`config.mk`:
```
export PLATFORM = sky130hd
export DESIGN_NAME = fan_profile_governor_backoff_flat
export DESIGN_NICKNAME = d
export VERILOG_FILES = /design/src/rtl/fpg_pkg.sv /design/src/rtl/fpg_ifs.sv /design/src/rtl/fpg_band.sv /design/src/rtl/fpg_core.sv /design/src/rtl/fan_profile_governor_backoff.sv /design/src/flat_wrapper.sv
export SDC_FILE = /design/constraint.sdc
export NUM_CORES = 1
export LEC_CHECK = 0
export BUFFER_PORTS_ARGS = -buffer_cell sky130_fd_sc_hd__buf_2
export CAP_MARGIN = 20
export CORE_ASPECT_RATIO = 0.8
export CORE_UTILIZATION = 50
export DETAILED_ROUTE_END_ITERATION = 10
export GPL_TIMING_DRIVEN = 0
export PLACE_DENSITY = 0.71
export SETUP_SLACK_MARGIN = 0.02
export SLEW_MARGIN = 20
export SYNTH_ARGS = -nofsm -noshare
export SYNTH_HDL_FRONTEND = slang
export SYNTH_SLANG_ARGS = --single-unit
```
`constraint.sdc`:
```
create_clock -name i_clk -period 2.57 [get_ports i_clk]
set_input_delay 0.257 -clock i_clk [delete_from_list [all_inputs] [get_ports i_clk]]
set_output_delay 0.257 -clock i_clk [all_outputs]
set_load 0.05 [all_outputs]
```
`src/rtl/fpg_pkg.sv`:
```
package fpg_pkg;

    localparam int CFG_IDX_W = 1;
    localparam int CFG_DATA_W = 16;
    localparam int TEMP_W = 19;
    localparam int TIME_W = 32;
    localparam int DELAY_W = 16;

    localparam logic [DELAY_W-1:0] INITIAL_BACKOFF_RST = 16'd5000;
    localparam logic [DELAY_W-1:0] MAX_BACKOFF_RST = 16'd60000;

    localparam logic [6:0] ADDR_PROFILE = 7'h54;
    localparam logic [6:0] ADDR_MODE = 7'h50;
    localparam logic [7:0] CTL_ON = 8'h11;
    localparam logic [7:0] CTL_SAFE = 8'h01;
    localparam logic [7:0] PB_SAFE = 8'h00;
    localparam logic [7:0] PB_NORMAL = 8'h32;
    localparam logic [7:0] PB_STARTUP = 8'hc8;

    localparam logic [2:0] PROFILE_NONE = 3'd5;
    localparam logic [2:0] PROFILE_STARTUP = 3'd0;
    localparam logic [2:0] PROFILE_FULL = 3'd4;

    typedef enum logic [1:0] {
        CMD_THERMAL = 2'd0,
        CMD_SAFE    = 2'd1,
        CMD_NORMAL  = 2'd2,
        CMD_STARTUP = 2'd3
    } t_cmd;

    typedef enum logic [2:0] {
        ST_WRITTEN   = 3'd0,
        ST_UNCHANGED = 3'd1,
        ST_HELD      = 3'd2,
        ST_FAILED    = 3'd3,
        ST_NO_TELEM  = 3'd4
    } t_status;

    typedef enum logic [CFG_IDX_W-1:0] {
        CFG_INITIAL_BACKOFF = 1'b0,
        CFG_MAX_BACKOFF     = 1'b1
    } t_cfg_idx;

    typedef struct packed {
        logic [1:0]               cmd;
        logic                     temp_valid;
        logic signed [TEMP_W-1:0] cpu_temp_mc;
        logic [TIME_W-1:0]        now_ms;
        logic                     bus_ok;
    } t_req;

    typedef struct packed {
        logic       write_issued;
        logic [6:0] bus_address;
        logic [7:0] control_byte;
        logic [7:0] profile_byte;
        logic [2:0] selected_profile;
        logic [2:0] status;
    } t_rsp;

    // duty byte of each thermal profile
    function automatic logic [7:0] band_byte(input logic [2:0] profile);
        logic [7:0] b;
        case (profile)
            3'd0:    b = 8'hc8;
            3'd1:    b = 8'he1;
            3'd2:    b = 8'he6;
            3'd3:    b = 8'heb;
            default: b = 8'hff;
        endcase
        return b;
    endfunction

endpackage

```
`src/rtl/fpg_ifs.sv`:
```
interface fpg_req_if;
    logic                                 valid;
    logic                                 ready;
    logic [1:0]                           cmd;
    logic                                 temp_valid;
    logic signed [fpg_pkg::TEMP_W-1:0]    cpu_temp_mc;
    logic [fpg_pkg::TIME_W-1:0]           now_ms;
    logic                                 bus_ok;

    modport source (output valid, cmd, temp_valid, cpu_temp_mc, now_ms, bus_ok,
                    input ready);
    modport sink (input valid, cmd, temp_valid, cpu_temp_mc, now_ms, bus_ok,
                  output ready);
endinterface

interface fpg_rsp_if;
    logic       valid;
    logic       ready;
    logic       write_issued;
    logic [6:0] bus_address;
    logic [7:0] control_byte;
    logic [7:0] profile_byte;
    logic [2:0] selected_profile;
    logic [2:0] status;

    modport source (output valid, write_issued, bus_address, control_byte,
                    profile_byte, selected_profile, status, input ready);
    modport sink (input valid, write_issued, bus_address, control_byte,
                  profile_byte, selected_profile, status, output ready);
endinterface

interface fpg_cfg_if;
    logic                              valid;
    logic                              ready;
    logic [fpg_pkg::CFG_IDX_W-1:0]     index;
    logic [fpg_pkg::CFG_DATA_W-1:0]    data;

    modport source (output valid, index, data, input ready);
    modport sink (input valid, index, data, output ready);
endinterface

```
`src/rtl/fpg_band.sv`:
```
module fpg_band (
    input  logic signed [fpg_pkg::TEMP_W-1:0] i_temp_mc,
    output logic [2:0]                        o_profile
);
    import fpg_pkg::*;

    localparam logic signed [TEMP_W-1:0] T35 = 19'sd35000;
    localparam logic signed [TEMP_W-1:0] T40 = 19'sd40000;
    localparam logic signed [TEMP_W-1:0] T45 = 19'sd45000;
    localparam logic signed [TEMP_W-1:0] T50 = 19'sd50000;
    localparam logic signed [TEMP_W-1:0] T55 = 19'sd55000;

    // edges at 45 and 50 degrees fall through to full duty
    always_comb begin
        if (i_temp_mc >= T35 && i_temp_mc <= T40) begin
            o_profile = 3'd0;
        end else if (i_temp_mc > T40 && i_temp_mc < T45) begin
            o_profile = 3'd1;
        end else if (i_temp_mc > T45 && i_temp_mc < T50) begin
            o_profile = 3'd2;
        end else if (i_temp_mc > T50 && i_temp_mc < T55) begin
            o_profile = 3'd3;
        end else begin
            o_profile = PROFILE_FULL;
        end
    end
endmodule

```
`src/rtl/fpg_core.sv`:
```
module fpg_core (
    input  logic                               i_clk,
    input  logic                               i_rst_n,
    input  logic                               i_en,
    input  fpg_pkg::t_req                      i_req,
    input  logic                               i_cfg_we,
    input  logic [fpg_pkg::CFG_IDX_W-1:0]      i_cfg_index,
    input  logic [fpg_pkg::CFG_DATA_W-1:0]     i_cfg_data,
    output fpg_pkg::t_rsp                      o_rsp
);
    import fpg_pkg::*;

    logic [DELAY_W-1:0]  r_initial_backoff;
    logic [DELAY_W-1:0]  r_max_backoff;
    logic [2:0]          r_last_profile;
    logic [TIME_W:0]     r_next_retry;
    logic [DELAY_W-1:0]  r_delay;

    logic [2:0]          n_last_profile;
    logic [TIME_W:0]     n_next_retry;
    logic [DELAY_W-1:0]  n_delay;

    logic [2:0]          band;
    logic                held;
    logic                want_write;
    logic                issue;
    logic [DELAY_W:0]    dbl;
    logic [DELAY_W-1:0]  capped;

    fpg_band u_band (
        .i_temp_mc (i_req.cpu_temp_mc),
        .o_profile (band)
    );

    assign held = {1'b0, i_req.now_ms} < r_next_retry;
    assign dbl = {r_delay, 1'b0};
    assign capped = (dbl < {1'b0, r_max_backoff}) ? dbl[DELAY_W-1:0] : r_max_backoff;

    always_comb begin
        o_rsp = '0;
        want_write = 1'b0;
        case (t_cmd'(i_req.cmd))
            CMD_THERMAL: begin
                if (!i_req.temp_valid) begin
                    o_rsp.status = ST_NO_TELEM;
                end else begin
                    o_rsp.selected_profile = band;
                    if (band == r_last_profile) begin
                        o_rsp.status = ST_UNCHANGED;
                    end else begin
                        want_write = 1'b1;
                        o_rsp.bus_address = ADDR_PROFILE;
                        o_rsp.control_byte = CTL_ON;
                        o_rsp.profile_byte = band_byte(band);
                    end
                end
            end
            CMD_SAFE: begin
                want_write = 1'b1;
                o_rsp.bus_address = ADDR_MODE;
                o_rsp.control_byte = CTL_SAFE;
                o_rsp.profile_byte = PB_SAFE;
            end
            CMD_NORMAL: begin
                want_write = 1'b1;
                o_rsp.bus_address = ADDR_MODE;
                o_rsp.control_byte = CTL_ON;
                o_rsp.profile_byte = PB_NORMAL;
            end
            default: begin
                want_write = 1'b1;
                o_rsp.bus_address = ADDR_PROFILE;
                o_rsp.control_byte = CTL_ON;
                o_rsp.profile_byte = PB_STARTUP;
            end
        endcase

        issue = want_write && !held;
        if (want_write) begin
            if (held) begin
                o_rsp.status = ST_HELD;
                o_rsp.bus_address = '0;
                o_rsp.control_byte = '0;
                o_rsp.profile_byte = '0;
            end else begin
                o_rsp.write_issued = 1'b1;
                o_rsp.status = i_req.bus_ok ? ST_WRITTEN : ST_FAILED;
            end
        end
    end

    always_comb begin
        n_last_profile = r_last_profile;
        n_next_retry = r_next_retry;
        n_delay = r_delay;
        if (issue) begin
            if (i_req.bus_ok) begin
                n_next_retry = '0;
                n_delay = r_initial_backoff;
                if (t_cmd'(i_req.cmd) == CMD_THERMAL) begin
                    n_last_profile = band;
                end else if (t_cmd'(i_req.cmd) == CMD_STARTUP) begin
                    n_last_profile = PROFILE_STARTUP;
                end
            end else begin
                n_next_retry = {1'b0, i_req.now_ms} + {{(TIME_W-DELAY_W+1){1'b0}}, r_delay};
                n_delay = capped;
            end
        end
    end

    always_ff @(posedge i_clk) begin
        if (!i_rst_n) begin
            r_initial_backoff <= INITIAL_BACKOFF_RST;
            r_max_backoff <= MAX_BACKOFF_RST;
            r_last_profile <= PROFILE_NONE;
            r_next_retry <= '0;
            r_delay <= INITIAL_BACKOFF_RST;
        end else begin
            if (i_cfg_we) begin
                unique case (t_cfg_idx'(i_cfg_index))
                    CFG_INITIAL_BACKOFF: r_initial_backoff <= i_cfg_data;
                    CFG_MAX_BACKOFF:     r_max_backoff <= i_cfg_data;
                    default:             ;
                endcase
            end
            if (i_en) begin
                r_last_profile <= n_last_profile;
                r_next_retry <= n_next_retry;
                r_delay <= n_delay;
            end
        end
    end
endmodule

```
`src/rtl/fan_profile_governor_backoff.sv`:
```
// fan profile governor with bus-write backoff: each request word (thermal
// sample, safe mode, normal mode, startup) yields exactly one response word
// giving the payload that would go on the bus and a status code. a request is
// registered on entry, decided in one pass against the retry timer, delay and
// last written profile, and the response is registered on exit, so one
// request is taken every cycle while the response side is not stalled. the
// response word is offered once its request has passed through the request
// register and the response register; a stalled response holds the request
// register, which then holds off the next request. the user must see that
// the two backoff registers are written through the config port while the
// block is idle; the block itself does not enforce this
module fan_profile_governor_backoff (
    input  logic         i_clk,
    input  logic         i_rst_n,
    fpg_req_if.sink      i_req,
    fpg_rsp_if.source    o_rsp,
    fpg_cfg_if.sink      i_cfg
);
    import fpg_pkg::*;

    // input stage
    t_req  r_req;
    logic  r_req_valid;

    // output stage
    t_rsp  r_rsp;
    logic  r_rsp_valid;

    t_rsp  core_rsp;
    logic  advance;
    logic  req_accept;

    // the decide step fires when the output register is free or draining
    assign advance = r_req_valid && (!r_rsp_valid || o_rsp.ready);
    assign i_req.ready = !r_req_valid || advance;
    assign req_accept = i_req.valid && i_req.ready;

    // config words are always taken
    assign i_cfg.ready = 1'b1;

    always_ff @(posedge i_clk) begin
        if (req_accept) begin
            r_req.cmd <= i_req.cmd;
            r_req.temp_valid <= i_req.temp_valid;
            r_req.cpu_temp_mc <= i_req.cpu_temp_mc;
            r_req.now_ms <= i_req.now_ms;
            r_req.bus_ok <= i_req.bus_ok;
        end
        if (advance) begin
            r_rsp <= core_rsp;
        end
    end

    always_ff @(posedge i_clk) begin
        if (!i_rst_n) begin
            r_req_valid <= 1'b0;
            r_rsp_valid <= 1'b0;
        end else begin
            if (req_accept) begin
                r_req_valid <= 1'b1;
            end else if (advance) begin
                r_req_valid <= 1'b0;
            end
            if (advance) begin
                r_rsp_valid <= 1'b1;
            end else if (o_rsp.ready) begin
                r_rsp_valid <= 1'b0;
            end
        end
    end

    // decision logic and backoff state
    fpg_core u_core (
        .i_clk       (i_clk),
        .i_rst_n     (i_rst_n),
        .i_en        (advance),
        .i_req       (r_req),
        .i_cfg_we    (i_cfg.valid && i_cfg.ready),
        .i_cfg_index (i_cfg.index),
        .i_cfg_data  (i_cfg.data),
        .o_rsp       (core_rsp)
    );

    assign o_rsp.valid = r_rsp_valid;
    assign o_rsp.write_issued = r_rsp.write_issued;
    assign o_rsp.bus_address = r_rsp.bus_address;
    assign o_rsp.control_byte = r_rsp.control_byte;
    assign o_rsp.profile_byte = r_rsp.profile_byte;
    assign o_rsp.selected_profile = r_rsp.selected_profile;
    assign o_rsp.status = r_rsp.status;
endmodule

```
`src/flat_wrapper.sv`:
```
// flat-port wrapper written by rule: the top's interface ports become plain ports
module fan_profile_governor_backoff_flat import fpg_pkg::*;
  (i_clk, i_rst_n, i_req_valid, i_req_cmd, i_req_temp_valid, i_req_cpu_temp_mc, i_req_now_ms, i_req_bus_ok, i_req_ready, o_rsp_valid, o_rsp_write_issued, o_rsp_bus_address, o_rsp_control_byte, o_rsp_profile_byte, o_rsp_selected_profile, o_rsp_status, o_rsp_ready, i_cfg_valid, i_cfg_index, i_cfg_data, i_cfg_ready);
  fpg_req_if i_req_i ();
  fpg_rsp_if o_rsp_i ();
  fpg_cfg_if i_cfg_i ();
  input  logic i_clk;
  input  logic i_rst_n;
  input wire logic [$bits(i_req_i.valid)-1:0] i_req_valid;
  input wire logic [$bits(i_req_i.cmd)-1:0] i_req_cmd;
  input wire logic [$bits(i_req_i.temp_valid)-1:0] i_req_temp_valid;
  input wire logic [$bits(i_req_i.cpu_temp_mc)-1:0] i_req_cpu_temp_mc;
  input wire logic [$bits(i_req_i.now_ms)-1:0] i_req_now_ms;
  input wire logic [$bits(i_req_i.bus_ok)-1:0] i_req_bus_ok;
  output wire logic [$bits(i_req_i.ready)-1:0] i_req_ready;
  output wire logic [$bits(o_rsp_i.valid)-1:0] o_rsp_valid;
  output wire logic [$bits(o_rsp_i.write_issued)-1:0] o_rsp_write_issued;
  output wire logic [$bits(o_rsp_i.bus_address)-1:0] o_rsp_bus_address;
  output wire logic [$bits(o_rsp_i.control_byte)-1:0] o_rsp_control_byte;
  output wire logic [$bits(o_rsp_i.profile_byte)-1:0] o_rsp_profile_byte;
  output wire logic [$bits(o_rsp_i.selected_profile)-1:0] o_rsp_selected_profile;
  output wire logic [$bits(o_rsp_i.status)-1:0] o_rsp_status;
  input wire logic [$bits(o_rsp_i.ready)-1:0] o_rsp_ready;
  input wire logic [$bits(i_cfg_i.valid)-1:0] i_cfg_valid;
  input wire logic [$bits(i_cfg_i.index)-1:0] i_cfg_index;
  input wire logic [$bits(i_cfg_i.data)-1:0] i_cfg_data;
  output wire logic [$bits(i_cfg_i.ready)-1:0] i_cfg_ready;
  assign i_req_i.valid = i_req_valid;
  assign i_req_i.cmd = i_req_cmd;
  assign i_req_i.temp_valid = i_req_temp_valid;
  assign i_req_i.cpu_temp_mc = i_req_cpu_temp_mc;
  assign i_req_i.now_ms = i_req_now_ms;
  assign i_req_i.bus_ok = i_req_bus_ok;
  assign i_req_ready = i_req_i.ready;
  assign o_rsp_valid = o_rsp_i.valid;
  assign o_rsp_write_issued = o_rsp_i.write_issued;
  assign o_rsp_bus_address = o_rsp_i.bus_address;
  assign o_rsp_control_byte = o_rsp_i.control_byte;
  assign o_rsp_profile_byte = o_rsp_i.profile_byte;
  assign o_rsp_selected_profile = o_rsp_i.selected_profile;
  assign o_rsp_status = o_rsp_i.status;
  assign o_rsp_i.ready = o_rsp_ready;
  assign i_cfg_i.valid = i_cfg_valid;
  assign i_cfg_i.index = i_cfg_index;
  assign i_cfg_i.data = i_cfg_data;
  assign i_cfg_ready = i_cfg_i.ready;
  fan_profile_governor_backoff u_core (.i_clk(i_clk), .i_rst_n(i_rst_n), .i_req(i_req_i), .o_rsp(o_rsp_i), .i_cfg(i_cfg_i));
endmodule
```
==> results of run 1 <==
## layer usage
| metal | vias to the layer above | routed length, microns | global-route usage (%) |
|---|---|---|---|
| met4 | 0 | 295 | 6.38 |
| met1 | 3315 | 9990 | 35.3 |
| met3 | 28 | 1270 | 4.38 |
| li1 | 3486 | - | - |
| met5 | - | 0 | 0 |
| met2 | 237 | 9410 | 36.2 |
## stage by stage
stage / TNS [ns] / total power (uW)
after floorplan: -6.80 / 3500
final: -34.53 / 6350
after global routing: -38.03 / 6600
after CTS: -23.90 / 6280
after global placement: -47.09 / 3740
after detailed placement: -46.14 / 3760
## area by class of cell
class / instances / area share, %
Inverter: 58 / 2.02
Tap cell: 215 / 2.49
Buffer: 53 / 3.45
Clock inverter: 3 / 0.162
Sequential cell: 157 / 35.7
Multi-Input combinational cell: 608 / 41.3
Clock buffer: 29 / 5.22
Timing Repair Buffer: 150 / 9.60
## what timing repair did
action	in CTS	in global routing
gates cloned	3	3
buffers inserted	14	6
resized for setup	60	65
hold buffers	26	1
pin swaps	14	15
hold endpoints to repair	26	1
setup endpoints to repair	64	64
## state kept, by name, summed over array words and instances, names as in the netlist, 2 cells and up
name                             cells
u_core.o_rsp.status                  3
u_core.o_rsp.selected_profile        3
u_core.o_rsp.profile_byte            7
u_core.o_rsp.control_byte            2
u_core.u_core.r_max_backoff         16
u_core.u_core.r_delay               16
u_core.u_core.r_next_retry          33
u_core.u_core.r_last_profile         3
u_core.u_core.r_initial_backoff     16
u_core.r_req                        55
## report_power, final
group / internal [uW] / switching, uW
logic: 434 / 617
registers: 2750 / 108
clock network: 1480 / 964
## how the worst max path moves through the flow
stage / to / slack [ns]
CTS: u_core.u_core.r_next_retry[6]$_SDFFE_PN0P_ / -0.43
global placement: u_core.u_core.r_next_retry[3]$_SDFFE_PN0P_ / -0.90
detailed placement: u_core.u_core.r_next_retry[3]$_SDFFE_PN0P_ / -0.87
finish: u_core.u_core.r_next_retry[28]$_SDFFE_PN0P_ / -0.60
global route: u_core.u_core.r_next_retry[18]$_SDFFE_PN0P_ / -0.65
floorplan: u_core.u_core.r_next_retry[10]$_SDFFE_PN0P_ / -0.13
## logic make-up after synthesis
logic type	share of synthesized area, %
other	0.0898
multiplexers	1.79
adder cells (fa/ha/maj)	9.81
AO/OA/AOI/OAI	16.6
flip-flops	46.1
buffers and inverters	6.18
AND/OR/NAND/NOR	16.7
XOR/XNOR	2.72
## critical path, cell delays in order, from the launching register on
cell and delay (ns):
edfxtp_1 0.44, or4b_4 0.57, nor4_2 0.25, o31ai_2 0.17
o21a_1 0.25, or3_1 0.36, and4_4 0.22, o211ai_4 0.27
buf_12 0.20, clkbuf_16 0.17, nand3_2 0.08, o31ai_2 0.09
## cell usage in the layout (no fill, tap or decap), types with 19 or more instances in the layout
master and count:
inv_1 58, a21boi_0 21, o31ai_1 19, o21ai_0 19, dlygate4sd3_1 27, clkbuf_16 21, a21oi_1 27, clkbuf_1 27
nand2_1 100, nor2_1 38, buf_2 97, dfxtp_1 86, edfxtp_1 71, o211ai_1 29, buf_4 34, nand3_1 43
ha_1 64
==> run_results.csv, run 1 <==
group,metric,value,unit
floorplan,core,0.0161,sq mm
floorplan,fp.dieH,118,microns
floorplan,rows,41,
global_routing,grt_pass1_vias,6595,
drt,num_vias,7066,
timing,fin_crit,3.17,ns
setup_path,worst_r2r_endpoint,"u_core.u_core.r_next_retry[28]$_SDFFE_PN0P_",
drt,firstDrtPassIters,5,
setup_path,arrival,3.51,ns
yosys,ys_ff_latch,157,
floorplan,io_pins,110,
pwr,pwr_density_cell,589,mW/mm^2
drt,initialDrtViolationCount,351,
global_routing,track_usage,24.1,%
timing,clock.fmax,316,MHz
setup_path,startpoint,"u_core.r_req[50]$_DFFE_PP_",
placed_design,io_buffers,97,
layout,register_area,0.00385,sq mm
pwr,vdd_ir_drop_max,0.390,mV
placed_design,place_ws,-0.869,ns
yosys,synth_top_area_share,25.5,%
timing,worst_slack,-0.596,ns
placed_design,dp_cells,1190,
global_routing,grt_max_degree,56,
yosys,async_flop_share,0,%
setup_path,r2r.worst_path.cells,11,
setup_path,cp-end-kind,"register",
drt,viasPerCell,5.55,
placed_design,dp_hpwl,14000,microns
setup_path,worstSetupPathType,"register to register",
yosys,synth_top_cell_by_area,"edfxtp_1",
global_routing,antenna_found_initial,0,
clock_tree,cts_tree,"done",
setup_path,critical_path_peak_fanout,8,
drt,wl_per_cell,16.5,microns
yosys,syn-instance-count,869,
yosys,post-synth-top-count-cell,"nand2_1",
drt,antenna_left,0,
layout,fin_nets,1187,
clock_tree,cts_sinks,157,
timing,drv_slew,0,
yosys,synth_edf_count,71,
layout,stdcell_area,0.0108,sq mm
run_status,status,"finished with violations",
timing,tightest_slew,0.842,ns
floorplan,start_util,52.1,%
floorplan,dieArea,0.0173,sq mm
placed_design,placed_cell_area,0.00917,sq mm
timing,slew_headroom,43.6,%
floorplan,dieWidth,147,microns
setup_path,r2r_start,"u_core.r_req[50]$_DFFE_PP_",
flow_run,cap_violations,0,
setup_path,critPathLaunchType,"register",
clock_tree,clk-insertion-delay-late,0.43,ns
worst_hold_path,holdPathStages,1,
worst_hold_path,hp-start,"i_req_now_ms[11]",
clock_tree,cts.htree.levels,4,
drt,drcViolationCount,0,
layout,drive_gt1_share,24.8,%
setup_path,required,2.91,ns
yosys,synth_ff_type,"dfxtp_1",
timing,setup_viol,64,
layout,n_fill_cell,1263,
layout,final_core_util,67.2,%
yosys,ys_top_cells_by_area,"edfxtp_1, dfxtp_1, ha_1, nand2_1, nand3_1",
clock_tree,clk_pin_slew,0.06,ns
layout,multi_input_area,0.00446,sq mm
timing,fin_crit_sh,123,%
timing,hold_viol,0,
drt,routed_wl,21000,microns
yosys,yosys_warnings,0,
yosys,synth_cell_types,63,
clock_tree,cts_made_buffers,17,
placed_design,gp_congestion,0.890,
layout,post_layout_nonfiller_instances,1273,
global_routing,overflow,0,
worst_hold_path,holdPathEnd,"u_core.r_req[12]$_DFFE_PP_",
timing,finalClockSkew,0.00514,ns
yosys,syn_avg_cell_area,9.63,sq um
yosys,ys_seq_area_share,46.1,%
setup_path,r2r_slack,-0.60,ns
timing,whs,0.00643,ns
yosys,syn-cell-area,0.00837,sq mm
run_status,failed_checks,"setup timing",
global_routing,grt_pass1_wl,32900,microns
timing,rsz0062_at_grt,"true",
clock_tree,clk_path_buf_depth,2,
layout,synthToLayoutAreaGrowth,28.9,%
clock_tree,cts-root-buf,"clkbuf_16",
yosys,synth_top_cells_by_count,"nand2_1, dfxtp_1, edfxtp_1, ha_1, nand3_1",
layout,diodes,0,
worst_hold_path,hp-class,"input port to register",
pwr,p_leak,0.00422,uW
No activity file was read; power rests on OpenSTA's default activity.
==> run 2, diff against run 1 <==
==> constraint.sdc (replaced) <==
create_clock -name i_clk -period 2.9 [get_ports i_clk]
set_input_delay 0.29 -clock i_clk [delete_from_list [all_inputs] [get_ports i_clk]]
set_output_delay 0.29 -clock i_clk [all_outputs]
set_load 0.05 [all_outputs]
==> run_results.csv, run 2 (same netlist as run 1, synthesis figures left out) <==
group,metric,value,unit
worst_hold_path,holdPathStages,1,
setup_path,arrival,3.45,ns
layout,largest_reg_flops,55,
drt,routed_wl,20500,microns
worst_hold_path,holdPathEnd,"u_core.r_req[3]$_DFFE_PP_",
placed_design,dp_cells,1191,
placed_design,io_buffers,97,
floorplan,io_pins,110,
run_status,failed_checks,"setup timing",
drt,viasPerCell,5.53,
timing,setup_viol,59,
timing,hold_viol,0,
setup_path,r2r_slack,-0.19,ns
floorplan,dieArea,0.0173,sq mm
global_routing,grt_pass1_wl,32500,microns
clock_tree,cts_sinks,157,
global_routing,track_usage,24.1,%
setup_path,required,3.25,ns
pwr,pwr_density_cell,542,mW/mm^2
drt,initialDrtViolationCount,453,
setup_path,worstSetupPathType,"register to register",
timing,fin_tns_setup,-8.74,ns
setup_path,critical_path_peak_fanout,10,
pwr,vdd_ir_drop_max,0.368,mV
global_routing,grt_pass1_vias,6567,
setup_path,worst_r2r_endpoint,"u_core.u_core.r_delay[1]$_SDFFE_PN0P_",
layout,final_cell_mix,"nand2_1, buf_2, dfxtp_1",
timing,fin_crit_sh,107,%
clock_tree,cts_made_buffers,17,
run_status,status,"finished with violations",
floorplan,rows,41,
clock_tree,cts-root-buf,"clkbuf_16",
placed_design,gp_congestion,0.861,
flow_run,cap_violations,0,
drt,wl_per_cell,16.4,microns
global_routing,overflow,0,
floorplan,fp.dieH,118,microns
timing,tightest_slew,0.865,ns
setup_path,cp-end-kind,"register",
clock_tree,cts_tree,"done",
timing,fin_crit,3.09,ns
layout,drive_gt1_share,22.1,%
layout,largest_registers,"u_core.r_req x55, u_core.u_core.r_next_retry x33",
timing,clock.fmax,323,MHz
pwr,p_leak,0.00405,uW
layout,fin_nets,1158,
layout,post_layout_nonfiller_instances,1245,
floorplan,dieWidth,147,microns
clock_tree,clk_path_buf_depth,2,
timing,slew_headroom,42.1,%
setup_path,r2r_start,"u_core.r_req[44]$_DFFE_PP_",
drt,num_vias,6889,
worst_hold_path,hp-class,"input port to register",
floorplan,start_util,52.1,%
layout,largest_register,"u_core.r_req",
worst_hold_path,hp-start,"i_req_now_ms[2]",
floorplan,core,0.0161,sq mm
timing,drv_slew,0,
timing,worst_slack,-0.194,ns
layout,mostFrequentLayoutCell,"nand2_1",
global_routing,grt_max_degree,54,
setup_path,critPathLaunchType,"register",
drt,antenna_left,0,
clock_tree,clk_pin_slew,0.06,ns
setup_path,r2r.worst_path.cells,12,
drt,drcViolationCount,0,
placed_design,dp_hpwl,14000,microns
timing,rsz0062_at_grt,"true",
global_routing,antenna_found_initial,0,
clock_tree,cts.htree.levels,4,
timing,finalClockSkew,0.00642,ns
layout,synthToLayoutAreaGrowth,23.0,%
drt,firstDrtPassIters,5,
clock_tree,clk-insertion-delay-late,0.43,ns
## run 2: what timing repair did
item / in CTS / in global routing
gates resized for setup: 48 / 35
gates cloned: 2 / 1
pin swaps: 7 / 4
endpoints found under the setup margin: 63 / 62
buffers inserted: 12 / 9
hold buffers: 0 / 0
## run 2: report_power, final
part | internal (uW) | total (uW) | switching, uW
logic | 348 | 869 | 521
clock network | 1310 | 2180 | 870
registers | 2440 | 2530 | 93.6
## run 2: routing by layer
metal / GRT usage (%) / up-vias / wire [microns]
li1: - / 3416 / -
met1: 34.5 / 3226 / 9810
met2: 36.6 / 225 / 9180
met3: 5.08 / 22 / 1280
met4: 6.71 / 0 / 194
met5: 0 / - / 0
## run 2: worst max-delay path by stage
stage / start / to / slack [ns] / depth (start not counted)
4_1_cts: u_core.r_req[50]$_DFFE_PP_ / u_core.u_core.r_delay[1]$_SDFFE_PN0P_ / -0.07 / 11
3_5_place_dp: u_core.r_req[9]$_DFFE_PP_ / u_core.u_core.r_next_retry[3]$_SDFFE_PN0P_ / -0.60 / 11
3_3_place_gp: u_core.r_req[9]$_DFFE_PP_ / u_core.u_core.r_next_retry[3]$_SDFFE_PN0P_ / -0.62 / 11
6_report: u_core.r_req[44]$_DFFE_PP_ / u_core.u_core.r_delay[1]$_SDFFE_PN0P_ / -0.19 / 12
5_1_grt: u_core.r_req[44]$_DFFE_PP_ / u_core.u_core.r_next_retry[15]$_SDFFE_PN0P_ / -0.32 / 11
2_1_floorplan: u_core.o_rsp.valid$_SDFFE_PN0P_ / u_core.r_req[0]$_DFFE_PP_ / 0.02 / 3
## run 2: per-stage QoR
stage | power, uW | hold slack, ns | cell area [sq um] | utilization, % | setup slack, ns
3_5_place_dp | 3330 | 0.459 | 9190 | 57.2 | -0.604
3_3_place_gp | 3320 | 0.453 | 9160 | 57.0 | -0.625
5_1_grt | 5810 | 0.0120 | 10300 | 64.1 | -0.316
2_1_floorplan | 3100 | 0.389 | 8400 | - | 0.0247
6_report | 5580 | 0.0293 | 10300 | 64.1 | -0.194
4_1_cts | 5560 | 0.0175 | 10100 | 62.7 | -0.0750
## run 2: final cells by class
type / count / area [sq um]
clock buffers: 28 / 561
repair buffers: 121 / 727
fillers: 1316 / 5770
inverters: 58 / 218
well taps: 215 / 269
multi-input cells: 608 / 4270
plain buffers: 53 / 372
clock inverters: 4 / 21.3
diodes: 1 / 2.50
flip-flops and latches: 157 / 3850
## run 2: worst max-delay path, cell delays in order (launching register included)
cell      delay, ns
edfxtp_1       0.43
buf_4          0.18
nand4_1        0.16
nor4_2         0.37
or3_4          0.20
o21a_1         0.16
or4b_4         0.48
and4_4         0.22
o211ai_4       0.25
buf_6          0.22
buf_8          0.16
nand3_1        0.08
o21ai_0        0.11
